`config.mk`:
```
export PLATFORM = sky130hd
export DESIGN_NAME = dataflow_actor_firing_control_unit
export DESIGN_NICKNAME = d
export VERILOG_FILES = /design/src/design/dafc_pkg.sv /design/src/design/dafc_cfg.sv /design/src/design/dafc_match.sv /design/src/design/dafc_core.sv /design/src/design/dataflow_actor_firing_control_unit.sv
export SDC_FILE = /design/constraint.sdc
export NUM_CORES = 1
export LEC_CHECK = 0
export ABC_AREA = 0
export BUFFER_PORTS_ARGS = -buffer_cell sky130_fd_sc_hd__buf_2
export CORE_MARGIN = 5
export CORE_UTILIZATION = 47
export CTS_CLUSTER_SIZE = 10
export DETAILED_ROUTE_END_ITERATION = 12
export HOLD_SLACK_MARGIN = 0.03
export PLACE_DENSITY = 0.67
export SYNTH_ARGS = -nofsm -noshare
export SYNTH_HDL_FRONTEND = slang
export SYNTH_SLANG_ARGS = --single-unit
export TNS_END_PERCENT = 5
```
`constraint.sdc`:
```
create_clock -name clk -period 6.5 [get_ports clk]
set_clock_uncertainty 0.05 [all_clocks]
set_input_delay 0.65 -clock clk [delete_from_list [all_inputs] [get_ports clk]]
set_output_delay 0.65 -clock clk [all_outputs]
set_load 0.005 [all_outputs]
```
`src/design/dafc_pkg.sv`:
```
// Shared types, constants and helper functions of the actor firing controller.
package dafc_pkg;

  localparam int SLOTS        = 8;
  localparam int SLOT_W       = $clog2(SLOTS);
  localparam int COUNT_W      = SLOT_W + 1;
  localparam int ID_W         = 8;
  localparam int READER_W     = 4;
  localparam int CREDIT_W     = 7;
  localparam int SLOT_COUNT_W = 4;
  localparam int CFG_DATA_W   = 64;
  localparam int CFG_INDEX_W  = 3;

  localparam logic CMD_BUFFER = 1'b0;
  localparam logic CMD_END    = 1'b1;

  typedef enum logic [CFG_INDEX_W-1:0] {
    REG_SLOT_COUNT     = 3'd0,
    REG_SLOT_IDS       = 3'd1,
    REG_PRODUCED_MASK  = 3'd2,
    REG_READER_COUNTS  = 3'd3,
    REG_INPLACE_ENABLE = 3'd4,
    REG_INPLACE_SLOT   = 3'd5
  } cfg_reg_t;

  typedef enum logic [2:0] {
    ERR_OK              = 3'd0,
    ERR_UNKNOWN_ID      = 3'd1,
    ERR_NO_CREDIT       = 3'd2,
    ERR_INPUT_AFTER_END = 3'd3,
    ERR_END_ON_OUTPUT   = 3'd4,
    ERR_DUP_END         = 3'd5,
    ERR_DUP_READY       = 3'd6
  } err_t;

  typedef struct packed {
    logic            command;
    logic [ID_W-1:0] desc_id;
  } in_item_t;

  typedef struct packed {
    logic fired;
    logic release_inplace;
    logic send_end;
    err_t error;
  } out_item_t;

  // Configuration as seen by the datapath, with the values derived from it.
  typedef struct packed {
    logic [SLOTS-1:0]          active;
    logic [SLOTS-1:0]          produced;
    logic [SLOTS*ID_W-1:0]     ids;
    logic [SLOTS*READER_W-1:0] readers;
    logic                      inplace_enable;
    logic [SLOT_W-1:0]         inplace_slot;
    logic [COUNT_W-1:0]        input_total;
    logic [CREDIT_W-1:0]       credit_sum;
  } cfg_t;

  typedef struct packed {
    logic               restart;
    logic [COUNT_W-1:0] ends;
  } restart_t;

  // Slots below the configured count, limited to the table size.
  function automatic logic [SLOTS-1:0] active_mask(input logic [SLOT_COUNT_W-1:0] count);
    logic [SLOTS-1:0] mask;
    mask = '0;
    for (int i = 0; i < SLOTS; i++) begin
      mask[i] = (count > SLOT_COUNT_W'(i));
    end
    return mask;
  endfunction

  function automatic logic [COUNT_W-1:0] input_count(input logic [SLOTS-1:0] active,
                                                     input logic [SLOTS-1:0] produced);
    logic [COUNT_W-1:0] sum;
    sum = '0;
    for (int i = 0; i < SLOTS; i++) begin
      sum = sum + COUNT_W'(active[i] & ~produced[i]);
    end
    return sum;
  endfunction

endpackage

```
`src/design/dafc_cfg.sv`:
```
// Configuration registers and the values derived from them.
module dafc_cfg (
  input  logic                                  clk,
  input  logic                                  rst,
  input  logic                                  cfg_write,
  input  logic [dafc_pkg::CFG_INDEX_W-1:0]      cfg_index,
  input  logic [dafc_pkg::CFG_DATA_W-1:0]       cfg_data,
  output dafc_pkg::cfg_t                        cfg,
  output dafc_pkg::restart_t                    rs
);

  logic [dafc_pkg::SLOT_COUNT_W-1:0]            slot_count, slot_count_next;
  logic [dafc_pkg::SLOTS*dafc_pkg::ID_W-1:0]     slot_ids, slot_ids_next;
  logic [dafc_pkg::SLOTS-1:0]                   produced_mask, produced_mask_next;
  logic [dafc_pkg::SLOTS*dafc_pkg::READER_W-1:0] reader_counts, reader_counts_next;
  logic                                         inplace_enable, inplace_enable_next;
  logic [dafc_pkg::SLOT_W-1:0]                  inplace_slot, inplace_slot_next;
  logic                                         known_reg;
  logic [dafc_pkg::SLOTS-1:0]                   active;
  logic [dafc_pkg::CREDIT_W-1:0]                credit_sum;

  always_comb begin
    slot_count_next     = slot_count;
    slot_ids_next       = slot_ids;
    produced_mask_next  = produced_mask;
    reader_counts_next  = reader_counts;
    inplace_enable_next = inplace_enable;
    inplace_slot_next   = inplace_slot;
    known_reg           = 1'b1;
    unique case (dafc_pkg::cfg_reg_t'(cfg_index))
      dafc_pkg::REG_SLOT_COUNT:
        slot_count_next = cfg_data[dafc_pkg::SLOT_COUNT_W-1:0];
      dafc_pkg::REG_SLOT_IDS:
        slot_ids_next = cfg_data[dafc_pkg::SLOTS*dafc_pkg::ID_W-1:0];
      dafc_pkg::REG_PRODUCED_MASK:
        produced_mask_next = cfg_data[dafc_pkg::SLOTS-1:0];
      dafc_pkg::REG_READER_COUNTS:
        reader_counts_next = cfg_data[dafc_pkg::SLOTS*dafc_pkg::READER_W-1:0];
      dafc_pkg::REG_INPLACE_ENABLE:
        inplace_enable_next = cfg_data[0];
      dafc_pkg::REG_INPLACE_SLOT:
        inplace_slot_next = cfg_data[dafc_pkg::SLOT_W-1:0];
      default:
        known_reg = 1'b0;
    endcase
  end

  always_ff @(posedge clk) begin
    if (rst) begin
      slot_count     <= '0;
      slot_ids       <= '0;
      produced_mask  <= '0;
      reader_counts  <= '0;
      inplace_enable <= 1'b0;
      inplace_slot   <= '0;
    end else if (cfg_write) begin
      slot_count     <= slot_count_next;
      slot_ids       <= slot_ids_next;
      produced_mask  <= produced_mask_next;
      reader_counts  <= reader_counts_next;
      inplace_enable <= inplace_enable_next;
      inplace_slot   <= inplace_slot_next;
    end
  end

  // A write to a known register restarts the run with the new input count.
  assign rs.restart = cfg_write & known_reg;
  assign rs.ends    = dafc_pkg::input_count(dafc_pkg::active_mask(slot_count_next),
                                            produced_mask_next);

  assign active = dafc_pkg::active_mask(slot_count);

  always_comb begin
    credit_sum = '0;
    for (int i = 0; i < dafc_pkg::SLOTS; i++) begin
      if (active[i] && produced_mask[i]) begin
        credit_sum = credit_sum + dafc_pkg::CREDIT_W'(
                       reader_counts[i*dafc_pkg::READER_W +: dafc_pkg::READER_W]);
      end
    end
  end

  assign cfg.active         = active;
  assign cfg.produced       = produced_mask;
  assign cfg.ids            = slot_ids;
  assign cfg.readers        = reader_counts;
  assign cfg.inplace_enable = inplace_enable;
  assign cfg.inplace_slot   = inplace_slot;
  assign cfg.input_total    = dafc_pkg::input_count(active, produced_mask);
  assign cfg.credit_sum     = credit_sum;

endmodule

```
`src/design/dafc_match.sv`:
```
// Descriptor id lookup: lowest active slot whose id matches.
module dafc_match (
  input  logic [dafc_pkg::ID_W-1:0]             desc_id,
  input  dafc_pkg::cfg_t                        cfg,
  output logic                                  hit,
  output logic [dafc_pkg::SLOT_W-1:0]           slot
);

  always_comb begin
    hit  = 1'b0;
    slot = '0;
    // Scan from the top so that the lowest matching slot wins.
    for (int i = dafc_pkg::SLOTS - 1; i >= 0; i--) begin
      if (cfg.active[i] && cfg.ids[i*dafc_pkg::ID_W +: dafc_pkg::ID_W] == desc_id) begin
        hit  = 1'b1;
        slot = dafc_pkg::SLOT_W'(i);
      end
    end
  end

endmodule

```
`src/design/dafc_core.sv`:
```
// Run state of the actor and the firing rule applied to one message.
module dafc_core (
  input  logic                                  clk,
  input  logic                                  rst,
  input  dafc_pkg::cfg_t                        cfg,
  input  dafc_pkg::restart_t                    rs,
  input  logic                                  step,
  input  logic                                  command,
  input  logic                                  hit,
  input  logic [dafc_pkg::SLOT_W-1:0]           slot,
  output dafc_pkg::out_item_t                   result
);

  logic [dafc_pkg::READER_W-1:0] reader_credit [dafc_pkg::SLOTS];
  logic [dafc_pkg::READER_W-1:0] reader_credit_next [dafc_pkg::SLOTS];
  logic [dafc_pkg::SLOTS-1:0]    input_ready, input_ready_next;
  logic [dafc_pkg::SLOTS-1:0]    input_ended, input_ended_next;
  logic [dafc_pkg::CREDIT_W-1:0] credits_outstanding, credits_outstanding_next;
  logic [dafc_pkg::COUNT_W-1:0]  ready_count, ready_count_next;
  logic [dafc_pkg::COUNT_W-1:0]  ends_remaining, ends_remaining_next;
  logic                          finished, finished_next;

  logic [dafc_pkg::READER_W-1:0] credit_sel;
  logic                          is_output;
  dafc_pkg::err_t                err;
  logic                          fired, release_inplace, send_end;

  assign credit_sel = reader_credit[slot];
  assign is_output  = cfg.produced[slot];

  always_comb begin
    reader_credit_next       = reader_credit;
    input_ready_next         = input_ready;
    input_ended_next         = input_ended;
    credits_outstanding_next = credits_outstanding;
    ready_count_next         = ready_count;
    ends_remaining_next      = ends_remaining;
    finished_next            = finished;
    err                      = dafc_pkg::ERR_OK;
    fired                    = 1'b0;
    release_inplace          = 1'b0;
    send_end                 = 1'b0;

    if (!finished) begin
      if (!hit) begin
        err = dafc_pkg::ERR_UNKNOWN_ID;
      end else if (command == dafc_pkg::CMD_BUFFER) begin
        if (is_output) begin
          if (credit_sel == '0 || credits_outstanding == '0) begin
            err = dafc_pkg::ERR_NO_CREDIT;
          end else begin
            reader_credit_next[slot] = credit_sel - 1'b1;
            credits_outstanding_next = credits_outstanding - 1'b1;
            // The last reader of the in-place output hands the buffer back.
            if (cfg.inplace_enable && slot == cfg.inplace_slot &&
                credit_sel == dafc_pkg::READER_W'(1)) begin
              release_inplace = 1'b1;
            end
          end
        end else if (input_ended[slot]) begin
          err = dafc_pkg::ERR_INPUT_AFTER_END;
        end else if (input_ready[slot]) begin
          err = dafc_pkg::ERR_DUP_READY;
        end else begin
          input_ready_next[slot] = 1'b1;
          ready_count_next       = ready_count + 1'b1;
        end
      end else begin
        if (is_output) begin
          err = dafc_pkg::ERR_END_ON_OUTPUT;
        end else if (input_ended[slot]) begin
          err = dafc_pkg::ERR_DUP_END;
        end else begin
          input_ended_next[slot] = 1'b1;
          if (ends_remaining != '0) begin
            ends_remaining_next = ends_remaining - 1'b1;
          end
        end
      end

      if (err == dafc_pkg::ERR_OK && credits_outstanding_next == '0) begin
        if (ready_count_next == cfg.input_total) begin
          fired            = 1'b1;
          input_ready_next = '0;
          for (int i = 0; i < dafc_pkg::SLOTS; i++) begin
            reader_credit_next[i] = (cfg.active[i] && cfg.produced[i]) ?
                cfg.readers[i*dafc_pkg::READER_W +: dafc_pkg::READER_W] : '0;
          end
          credits_outstanding_next = cfg.credit_sum;
          ready_count_next         = '0;
        end else if (ready_count_next == '0 && ends_remaining_next == '0) begin
          send_end      = 1'b1;
          finished_next = 1'b1;
        end
      end
    end
  end

  always_ff @(posedge clk) begin
    if (rst || rs.restart) begin
      for (int i = 0; i < dafc_pkg::SLOTS; i++) begin
        reader_credit[i] <= '0;
      end
      input_ready         <= '0;
      input_ended         <= '0;
      credits_outstanding <= '0;
      ready_count         <= '0;
      ends_remaining      <= rst ? '0 : rs.ends;
      finished            <= 1'b0;
    end else if (step) begin
      reader_credit       <= reader_credit_next;
      input_ready         <= input_ready_next;
      input_ended         <= input_ended_next;
      credits_outstanding <= credits_outstanding_next;
      ready_count         <= ready_count_next;
      ends_remaining      <= ends_remaining_next;
      finished            <= finished_next;
    end
  end

  assign result.fired           = fired;
  assign result.release_inplace = release_inplace;
  assign result.send_end        = send_end;
  assign result.error           = err;

endmodule

```
`src/design/dataflow_actor_firing_control_unit.sv`:
```
// Top level of the actor firing controller: item register, firing logic, result register.
// Each accepted message item yields exactly one result item, passing from the
// input register into the result register. A new item is taken in every cycle
// unless stalled: the item sits in an input register, the slot lookup and the update of
// the credit and ready state happen in the same cycle in which it moves into the
// result register, and the result register holds it until it is taken. Writes to
// any known configuration register restart the run state (credits, ready and end
// flags, finished) as at reset, with the end count taken from the new setup.
module dataflow_actor_firing_control_unit (
  input  logic                                  clk,
  input  logic                                  rst,
  input  logic                                  in_valid,
  output logic                                  in_ready,
  input  dafc_pkg::in_item_t                    in_item,
  output logic                                  out_valid,
  input  logic                                  out_ready,
  output dafc_pkg::out_item_t                   out_item,
  input  logic                                  cfg_write,
  input  logic [dafc_pkg::CFG_INDEX_W-1:0]      cfg_index,
  input  logic [dafc_pkg::CFG_DATA_W-1:0]       cfg_data
);

  dafc_pkg::cfg_t      cfg;
  dafc_pkg::restart_t  rs;
  dafc_pkg::in_item_t  item;
  logic                item_valid;
  logic                advance;
  logic                hit;
  logic [dafc_pkg::SLOT_W-1:0] slot;
  dafc_pkg::out_item_t result;

  // The held item moves on whenever the result register is free or being emptied.
  assign advance  = item_valid & (~out_valid | out_ready);
  assign in_ready = ~item_valid | advance;

  always_ff @(posedge clk) begin
    if (rst) begin
      item_valid <= 1'b0;
      out_valid  <= 1'b0;
    end else begin
      if (in_ready) begin
        item_valid <= in_valid;
      end
      if (advance) begin
        out_valid <= 1'b1;
      end else if (out_ready) begin
        out_valid <= 1'b0;
      end
    end
  end

  always_ff @(posedge clk) begin
    if (in_valid && in_ready) begin
      item <= in_item;
    end
    if (advance) begin
      out_item <= result;
    end
  end

  dafc_cfg u_cfg (
    .clk       (clk),
    .rst       (rst),
    .cfg_write (cfg_write),
    .cfg_index (cfg_index),
    .cfg_data  (cfg_data),
    .cfg       (cfg),
    .rs        (rs)
  );

  dafc_match u_match (
    .desc_id (item.desc_id),
    .cfg     (cfg),
    .hit     (hit),
    .slot    (slot)
  );

  dafc_core u_core (
    .clk     (clk),
    .rst     (rst),
    .cfg     (cfg),
    .rs      (rs),
    .step    (advance),
    .command (item.command),
    .hit     (hit),
    .slot    (slot),
    .result  (result)
  );

endmodule
```
Word-level counts from Yosys, hierarchy flattened
Index checks and enable logic that the tools add are counted.
Widths: inputs -> output; s select.
Storage, ports and cells
  word-level logic and storage cells: 285
  output and inout port bits: 8
  bits of input ports: 81
  flip-flop bits (word level): 193
Cells by class
  order comparisons: 20
  muxes and demuxes: 104
  add/subtract/negate cells: 25
  bitwise operators: 46
  reduce and logical (&&, ||, !) cells: 45
  equal/unequal tests: 17
Operator list (count)
  $mux 32: 6
  $mux 4: 31
  $mux 7: 14
  $and 1x4->4: 16
  $eq 8x8->1: 8
  $mux 8: 8
  $not 1->4: 16
  $add 4x4->4: 14
  $mux 3: 16
  $add 7x4->7: 6
  $bwmux 32: 1
  $gt 4x3->1 const B: 8
  $logic_and 1x1->1: 23
  $mux 1: 21
  $gt 4x1->1 const B: 4
  $gt 4x2->1 const B: 4
  $or 8x8->8: 2
  $logic_not 7->1: 2
  $bmux 4 s3: 1
  $demux 4 s3: 1
  $logic_not 4->1: 3
  $reduce_and 2->1: 6
  $bmux 1 s3: 3
  $sub 4x1->4 const B: 2
  28 further kinds: 41

Logic depth before layout (Yosys ltp)
Gate-level depths: netlist of the first run.
  depth in word-level cells: 25
  mapped depth: 37
  depth with buffers taken out: 36

Modules after synthesis
A second synthesis of the first run with hierarchy kept.
Unflattened totals
  cell total of the unflattened synthesis: 1555
  area, all modules: 12733.5 µm²
By module, submodules not included
  dafc_cfg: cells each 811, area an instance 6411.1 µm², sequential area each 2242.2 µm², times used 1
  dafc_core: cells each 592, area an instance 4824.6 µm², sequential area each 1321.3 µm², times used 1
  dafc_match: cells each 127, area an instance 943.4 µm², sequential area each 0.0 µm², times used 1
  dataflow_actor_firing_control_unit: cells each 25, area an instance 554.3 µm², sequential area each 490.5 µm², times used 1

Worst setup path before layout of the first run
No wires, ideal clock.
  path kind: register to register
  from: register u_cfg.slot_count[1] (netlist name)
  to: register u_core.credits_outstanding[6] (netlist name)
  stages on the path, launching flop included: 32
  setup time: 0.091 ns
  arrival time: 6.620 ns
  slack: -0.261 ns
  clock period less this slack: 6.761 ns
  data required time: 6.359 ns
  buffers on the path: 1
  cells stage by stage: dfxtp_1 > buf_2 > nor3_1 > nand2b_1 > nand3_1 > inv_1 > ha_1 > ha_1 > a21oi_1 > fa_1 > mux2i_1 > fa_1 > nand2_1 > nand2_1 > fa_1 > mux2_2 > fa_1 > mux2i_1 > inv_1 > ha_1 > a21o_1 > a21oi_1 > xor2_1 > a21oi_1 > ha_1 > a21oi_1 > nor2_1 > nand3_1 > xnor2_1 > a21o_1 > a21oi_1 > a311oi_1
On the way
  cells in the longest elaborated chain, start to end: 24
  elaborated cells on any way between the ends: 108
  classes of those cells: add/sub (14); order compare (8); eq/ne (1); mux (55); bitwise (9); reduce/logical (21)
Ends and longest elaborated chain
  start: declaration: RTL line dafc_cfg.sv:12  | logic [dafc_pkg::SLOT_COUNT_W-1:0] slot_count, slot_count_next;
  start signal: assignment: RTL line dafc_cfg.sv:57  | slot_count <= slot_count_next;
  branches (longest 23 deep; another with $add 7x4->7)
  $mux 7 *: RTL line dafc_core.sv:81  | if (err == dafc_pkg::ERR_OK && credits_outstanding_next == '0) begin
  end signal: assignment: RTL line dafc_core.sv:114  | credits_outstanding <= credits_outstanding_next;
  end: declaration: RTL line dafc_core.sv:18  | logic [dafc_pkg::CREDIT_W-1:0] credits_outstanding, credits_outstanding_next;
Every way passes the cells marked *. The select of a mux whose other input is x is not followed.
A chain may end at the register's enable or synchronous reset.

Worst setup path in the final report of the first run
  from: register u_cfg.slot_count[3] (netlist name)
  to: register u_core.credits_outstanding[6] (netlist name)
The elaborated chain is that of the path after synthesis.

==> flow_summary.yaml, run 1 <==
worst_setup_path:
  cp_data_required_time_ps: 6790
  arrival_ps: 6810
  cp_slowest_stage_delay_ps: 470
  path_class: "reg2reg"
  path_max_fanout: 3
  cp-end-kind: "register"
  start_kind: "register"
  slowest_stage: "fa_1"
clock_network:
  cts_htree_levels: 4
  numCtsBuffers: 17
  clk-insertion-delay-late_ps: 440
  cts_sinks: 193
  root_buffer: "clkbuf_16"
  clk_pin_slew_worst_paths_ps: 80
  cts_buffer_depth: 2
  cts_tree: "yes"
global_route:
  grt_util_met3_pct: 2.912
  grt_overflow: 0
  track_usage_pct: 24.32
  met1_usage_pct: 33.99
  grt_max_degree: 90
  grt.busiest_layer: "met2"
  use_met2_pct: 39.81
  grt_pass1_vias: 10410
  antenna_found_initial: 0
  grt_pass1_wl_um: 56310
detailed_routing:
  first_pass_iters: 5
  num_vias: 10890
  vias_per_cell: 5.692
  route.detailed.drc: 0
  drt_iter0_markers: 771
  wl_per_cell_um: 18.28
  drtAntennaViolNets: 0
  drt_wl_total_um: 35000
synth:
  synth_cell_type_count: 83
  synthAdderAreaFrac_pct: 6.748
  syn_inst: 1484
  ys_ff_latch: 193
  synth_top_family_by_area: "simple AND/OR/NAND/NOR gates"
  yosysTopAreaCellShare_pct: 29.26
  yosysTopAreaCell: "dfxtp_1"
  synth_flop_cell: "dfxtp_1"
  synth_area_leaders: "dfxtp_1, nand2_1, a21oi_1"
  synthArstFlopShare_pct: 0
  synth_nets: 1620
  synth_area_per_cell_um2: 8.022
  synth_xor_area_share_pct: 8.020
  muxShareOfSynthArea_pct: 4.309
  synth_compound_area_share_pct: 18.49
  ys_seq_area_share_pct: 34.06
  synthesis.area_um2: 11900
  synth-simple-area-share_pct: 23.38
  synth-edff-count: 19
  ys_warn_count: 0
power_and_ir_drop:
  power.density_nw_per_um2: 194.8
  power.leakage_nw: 5.232
  ir_drop_v: 0.0001496
sta:
  finalHoldViolations: 0
  max_slew_margin_pct: 21.49
  finalCritPeriodShare_pct: 100.2
  period_minus_slack_ps: 6515
  slew_violations: 0
  fmax_mhz: 153.5
  postLayoutSetupSlackWorst_ps: -14.80
  rsz0062_at_grt: "true"
  tightest_slew_ps: 1178
  setup_violations: 1
finish:
  nNetsFinal: 1707
  syn_to_final_growth_pct: 15.18
  final_layout_size_suffix_gt1_share_pct: 17.93
  n_fill_cell: 2344
  diodes: 0
  fin_cells: 1914
  fin_util_pct: 54.76
outcome:
  violations: "setup timing"
  outcome: "finished with violations"
placement:
  dp.cells: 1875
  dp_hpwl_um: 25810
  portBuffers: 88
  place.gp.congestion: 0.9022
die:
  start_util_pct: 47.55
  rows: 58
  die_y_um: 169.1
  io_pins: 89
  die_w_um: 169.1
  die-area_um2: 28610
  core_um2: 25040
min_path:
  holdCritPathClass: "in2reg"
job:
  maxCapViolations: 0
==> registers in the layout, indices dropped and copies added (netlist names) <==
name,cells
u_core.credits_outstanding,7
item_valid,1
u_core.reader_credit,32
out_item,6
u_cfg.slot_count,4
u_core.input_ready,8
u_core.input_ended,8
u_core.ready_count,4
u_cfg.slot_ids,64
u_cfg.inplace_slot,3
u_cfg.produced_mask,8
u_core.finished,1
u_cfg.inplace_enable,1
item,9
u_core.ends_remaining,4
out_valid,1
u_cfg.reader_counts,32
==> layer usage <==
layer  part of all wire (%)  vias to the layer above
li1                       -                     5355
met1                     45                     5118
met2                     46                      372
met3                    6.2                       49
met4                    2.4                        0
met5                      0                        -
==> cell usage after synthesis (6+ instances only) <==
cell	number
nand4_1	17
and2_1	9
nor2_1	108
a21o_1	15
xnor2_1	73
nand3b_1	6
xor2_1	36
inv_1	42
o22ai_1	7
clkbuf_1	70
and3_1	12
nor4_1	14
a31oi_1	19
nand2_1	282
edfxtp_1	19
nor3_1	32
dfxtp_1	174
o21ai_1	8
nand2b_1	13
buf_4	9
buf_2	8
nand3_1	36
a21oi_1	184
ha_1	41
o31a_1	6
or3_1	7
a221oi_1	7
mux2_2	14
a221o_1	7
nor2b_1	21
fa_1	14
buf_6	6
mux2i_1	34
o21ai_0	35
==> stage by stage <==
step | worst slack, ps | power, mW | hold slack [ps] | instance area, um2 | setup TNS (ps)
floorplan | 5.355 | 1.484 | 386.1 | 11940 | 0
global placement | -119.2 | 1.580 | 397.1 | 12880 | -278.2
detailed placement | -264.2 | 1.587 | 403.8 | 12880 | -696.5
CTS | 0.004885 | 2.678 | 318.9 | 13610 | 0
global route | -445.5 | 2.772 | 318.7 | 13710 | -1262
finish | -14.80 | 2.671 | 327.8 | 13710 | -14.80
==> area by class of cell <==
cell class              count  area, um2  area share [%]
multi-input cells        1156       7467           54.46
flip-flops and latches    193       4059           29.60
repair buffers            161       1003           7.319
clock buffers              17      425.4           3.103
well taps                 330      412.9           3.012
clock inverters            15      185.2           1.351
inverters                  42      157.7           1.150
==> kinds of logic after synthesis <==
group	after synthesis
AO/OA/AOI/OAI	351
XOR/XNOR	109
buffers and inverters	135
flip-flops	193
multiplexers	49
adder cells (fa/ha/maj)	56
AND/OR/NAND/NOR	591
==> critical path: cells and delay by family (launching register included) <==
kind | cells | cell delay [ps]
fa+ha+maj | 8 | 2860
compound gates | 8 | 1020
mux | 3 | 770
flops | 1 | 370
xor+xnor | 2 | 350
simple gates | 8 | 810
buf+inv | 3 | 170
==> path summary, 6_finish.rpt <==
| kind | cells after the start | end | slack (ps) | startpoint |
|---|---|---|---|---|
| max reg2reg | 32 | u_core.credits_outstanding[6] | -10 | u_cfg.slot_count[3] |
| min | 1 | item[5] | 330 | in_item[5] |
| min reg2reg | 2 | u_cfg.slot_ids[31] | 420 | u_cfg.slot_ids[31] |
| max | 32 | u_core.credits_outstanding[6] | -10 | u_cfg.slot_count[3] |
==> where the power goes <==
group | total [mW] | internal [mW] | switching, mW
combinational | 0.302 | 0.125 | 0.178
sequential | 1.27 | 1.23 | 0.0386
clock | 1.10 | 0.556 | 0.544
total | 2.67 | 1.91 | 0.761
==> timing repair <==
| action | in CTS | in global routing |
|---|---|---|
| hold buffers | 0 | 0 |
| buffers inserted | 5 | 2 |
| pin swaps | 26 | 19 |
| resized for setup | 18 | 20 |
| setup endpoints to repair | 4 | 30 |
==> layout by cell type (no fill, tap or decap), types with 9 or more instances in the layout <==
cell and instances:
mux2_2 13, nor4_1 14, xor2_1 35, nand2_1 280, mux2i_1 31, a21oi_1 171, nand3_1 35, ha_1 34
nor3_1 30, a21oi_2 15, nor2_1 105, a31oi_1 19, nor2b_1 20, clkbuf_16 17, and2_1 9, buf_2 87
a21o_1 15, buf_4 73, dfxtp_1 172, and3_1 12, o21ai_1 9, xnor2_1 73, nand2b_1 13, o21ai_0 32
inv_1 39, edfxtp_1 19, fa_1 13, nand4_1 17
(Power assumes the default switching activity.)
==> run 2, diff against run 1 <==
--- a/config.mk
+++ b/config.mk
@@ -13,6 +13,7 @@
 export DETAILED_ROUTE_END_ITERATION = 12
 export HOLD_SLACK_MARGIN = 0.03
 export PLACE_DENSITY = 0.67
+export SKIP_LAST_GASP = 1
 export SYNTH_ARGS = -nofsm -noshare
 export SYNTH_HDL_FRONTEND = slang
 export SYNTH_SLANG_ARGS = --single-unit
==> run 2 against run 1 <==
The run still ends with setup timing left; clock power about the same; critical path depth unchanged; maximum frequency about the same; non-clock buffer count unchanged; via count increased by 0.19%; first-iteration DRC count increased by 3.5%; sequential share of layout area about the same; worst hold slack got worse by 0.78 ps; combinational power about the same; largest cell class unchanged.
==> flow_summary.yaml, run 2 (synthesis results as in run 1) <==
worst_setup_path:
  crit_start: "u_cfg.slot_count[3]"
  rr_endpoint: "u_core.credits_outstanding[6]"
  r2r_slack_ps: -20
  cp_slowest_stage_delay_ps: 470
  start_kind: "register"
  cp_data_required_time_ps: 6790
  slowest_stage: "fa_1"
  reg2reg_from: "u_cfg.slot_count[3]"
  arrival_ps: 6810
  ff2ff_path_depth: 32
  critPathBufInv: 3
  path_delay_family: "adder cells"
  path_class: "reg2reg"
  path_max_fanout: 3
  cp-end-kind: "register"
detailed_routing:
  drt_wl_total_um: 35090
  drtAntennaViolNets: 0
  first_pass_iters: 5
  vias_per_cell: 5.703
  drt_iter0_markers: 798
  num_vias: 10920
  wl_per_cell_um: 18.33
  route.detailed.drc: 0
global_route:
  track_usage_pct: 24.32
  grt_overflow: 0
  antenna_found_initial: 0
  grt_pass1_vias: 10410
  grt_pass1_wl_um: 56310
  grt_max_degree: 90
clock_network:
  numCtsBuffers: 17
  clk_pin_slew_worst_paths_ps: 80
  cts_tree: "yes"
  root_buffer: "clkbuf_16"
  postCtsHoldBufs: 0
  cts_htree_levels: 4
  cts_sinks: 193
  cts_buffer_depth: 2
  clk-insertion-delay-late_ps: 450
outcome:
  violations: "setup timing"
  outcome: "finished with violations"
min_path:
  min_path_cells: 1
  hold_path_end: "item[5]"
  holdCritPathClass: "in2reg"
  holdCritStartpoint: "in_item[5]"
die:
  die_w_um: 169.1
  core_um2: 25040
  die-area_um2: 28610
  io_pins: 89
  die_y_um: 169.1
  start_util_pct: 47.55
  rows: 58
sta:
  slew_violations: 0
  postLayoutSetupSlackWorst_ps: -20.49
  fin_tns_setup_ps: -20.49
  max_slew_margin_pct: 21.75
  finalHoldViolations: 0
  fmax_mhz: 153.4
  tightest_slew_ps: 1174
  setup_violations: 1
  period_minus_slack_ps: 6520
  whs_ps: 327.0
  rsz0062_at_grt: "true"
  finalCritPeriodShare_pct: 100.3
power_and_ir_drop:
  power_frac_comb_pct: 11.2
  p_switching_mw: 0.7582
  p_seq_share_pct: 47.6
  clockPowerShare_pct: 41.2
  ir_drop_v: 0.0001507
  power.density_nw_per_um2: 194.6
  internal_power_mw: 1.908
  power.leakage_nw: 5.229
  switching_share_pct: 28.43
finish:
  final_layout_size_suffix_gt1_share_pct: 17.80
  reg_top3: "u_cfg.slot_ids x64, u_cfg.reader_counts x32, u_core.reader_credit x32"
  multi_input_area_um2: 7461
  nNetsFinal: 1707
  final_cell_mix: "nand2_1, dfxtp_1, a21oi_1"
  n_fill_cell: 2341
  largest_reg_flops: 64
  ff_latch_area_um2: 4059
  top_register: "u_cfg.slot_ids"
  diodes: 0
  syn_to_final_growth_pct: 15.13
  layout_commonest_cell: "nand2_1"
placement:
  place.gp.congestion: 0.9022
  dp_hpwl_um: 25810
  portBuffers: 88
job:
  maxCapViolations: 0
run 2: cell types whose count changed in the layout (fill, tap and decap cells not counted):
cell	before	now
nor2_2	3	2
nor2_1	105	106
mux2i_2	2	1
mux2i_1	31	32
run 2: per-layer routing:
layer / GRT usage [%] / routed length [um] / up-vias
met4: 7.175 / 766 / 0
met2: 39.81 / 16300 / 411
met3: 2.912 / 2157 / 43
li1: - / - / 5360
met1: 33.99 / 15860 / 5101
met5: 0 / 0 / -
run 2: power by group through the flow:
| stage | Clock, mW | Combinational (mW) | Sequential, mW |
|---|---|---|---|
| 2_1_floorplan | 0 | 0.210 | 1.27 |
| 3_3_place_gp | 0 | 0.285 | 1.29 |
| 3_5_place_dp | 0 | 0.292 | 1.30 |
| 4_1_cts | 1.11 | 0.297 | 1.27 |
| 5_1_grt | 1.16 | 0.334 | 1.27 |
| 6_report | 1.10 | 0.300 | 1.27 |
run 2: repair_timing:
item	4_1_cts	5_1_grt
buffers inserted	5	2
endpoints found under the setup margin	4	30
gates resized for setup	18	18
pin swaps	26	19
run 2: worst max path at each step:
stage | endpoint | slack (ps) | depth (start not counted)
after floorplan | u_core.credits_outstanding[6] | 5 | 31
after global placement | u_core.credits_outstanding[6] | -120 | 29
after detailed placement | u_core.credits_outstanding[6] | -260 | 35
after CTS | u_core.credits_outstanding[6] | 0.005 | 32
after global routing | u_core.credits_outstanding[6] | -450 | 34
final | u_core.credits_outstanding[6] | -20 | 32
run 2: area by class of cell:
cell class | count | area share, %
Inverter | 42 | 1.150
Tap cell | 330 | 3.013
Clock inverter | 15 | 1.351
Clock buffer | 17 | 3.104
Multi-Input combinational cell | 1156 | 54.44
Sequential cell | 193 | 29.62
Timing Repair Buffer | 161 | 7.322
run 2: per-stage QoR:
step	setup slack (ps)	util [%]	std cells	area (um2)	power, mW
final	-20.49	54.74	1914	13700	2.666
after global routing	-445.5	54.74	1914	13700	2.769
after CTS	0.004885	54.37	1912	13610	2.678
after detailed placement	-264.2	51.43	1875	12880	1.587
after global placement	-119.2	51.43	1875	12880	1.580
after floorplan	5.355	-	1484	11940	1.484
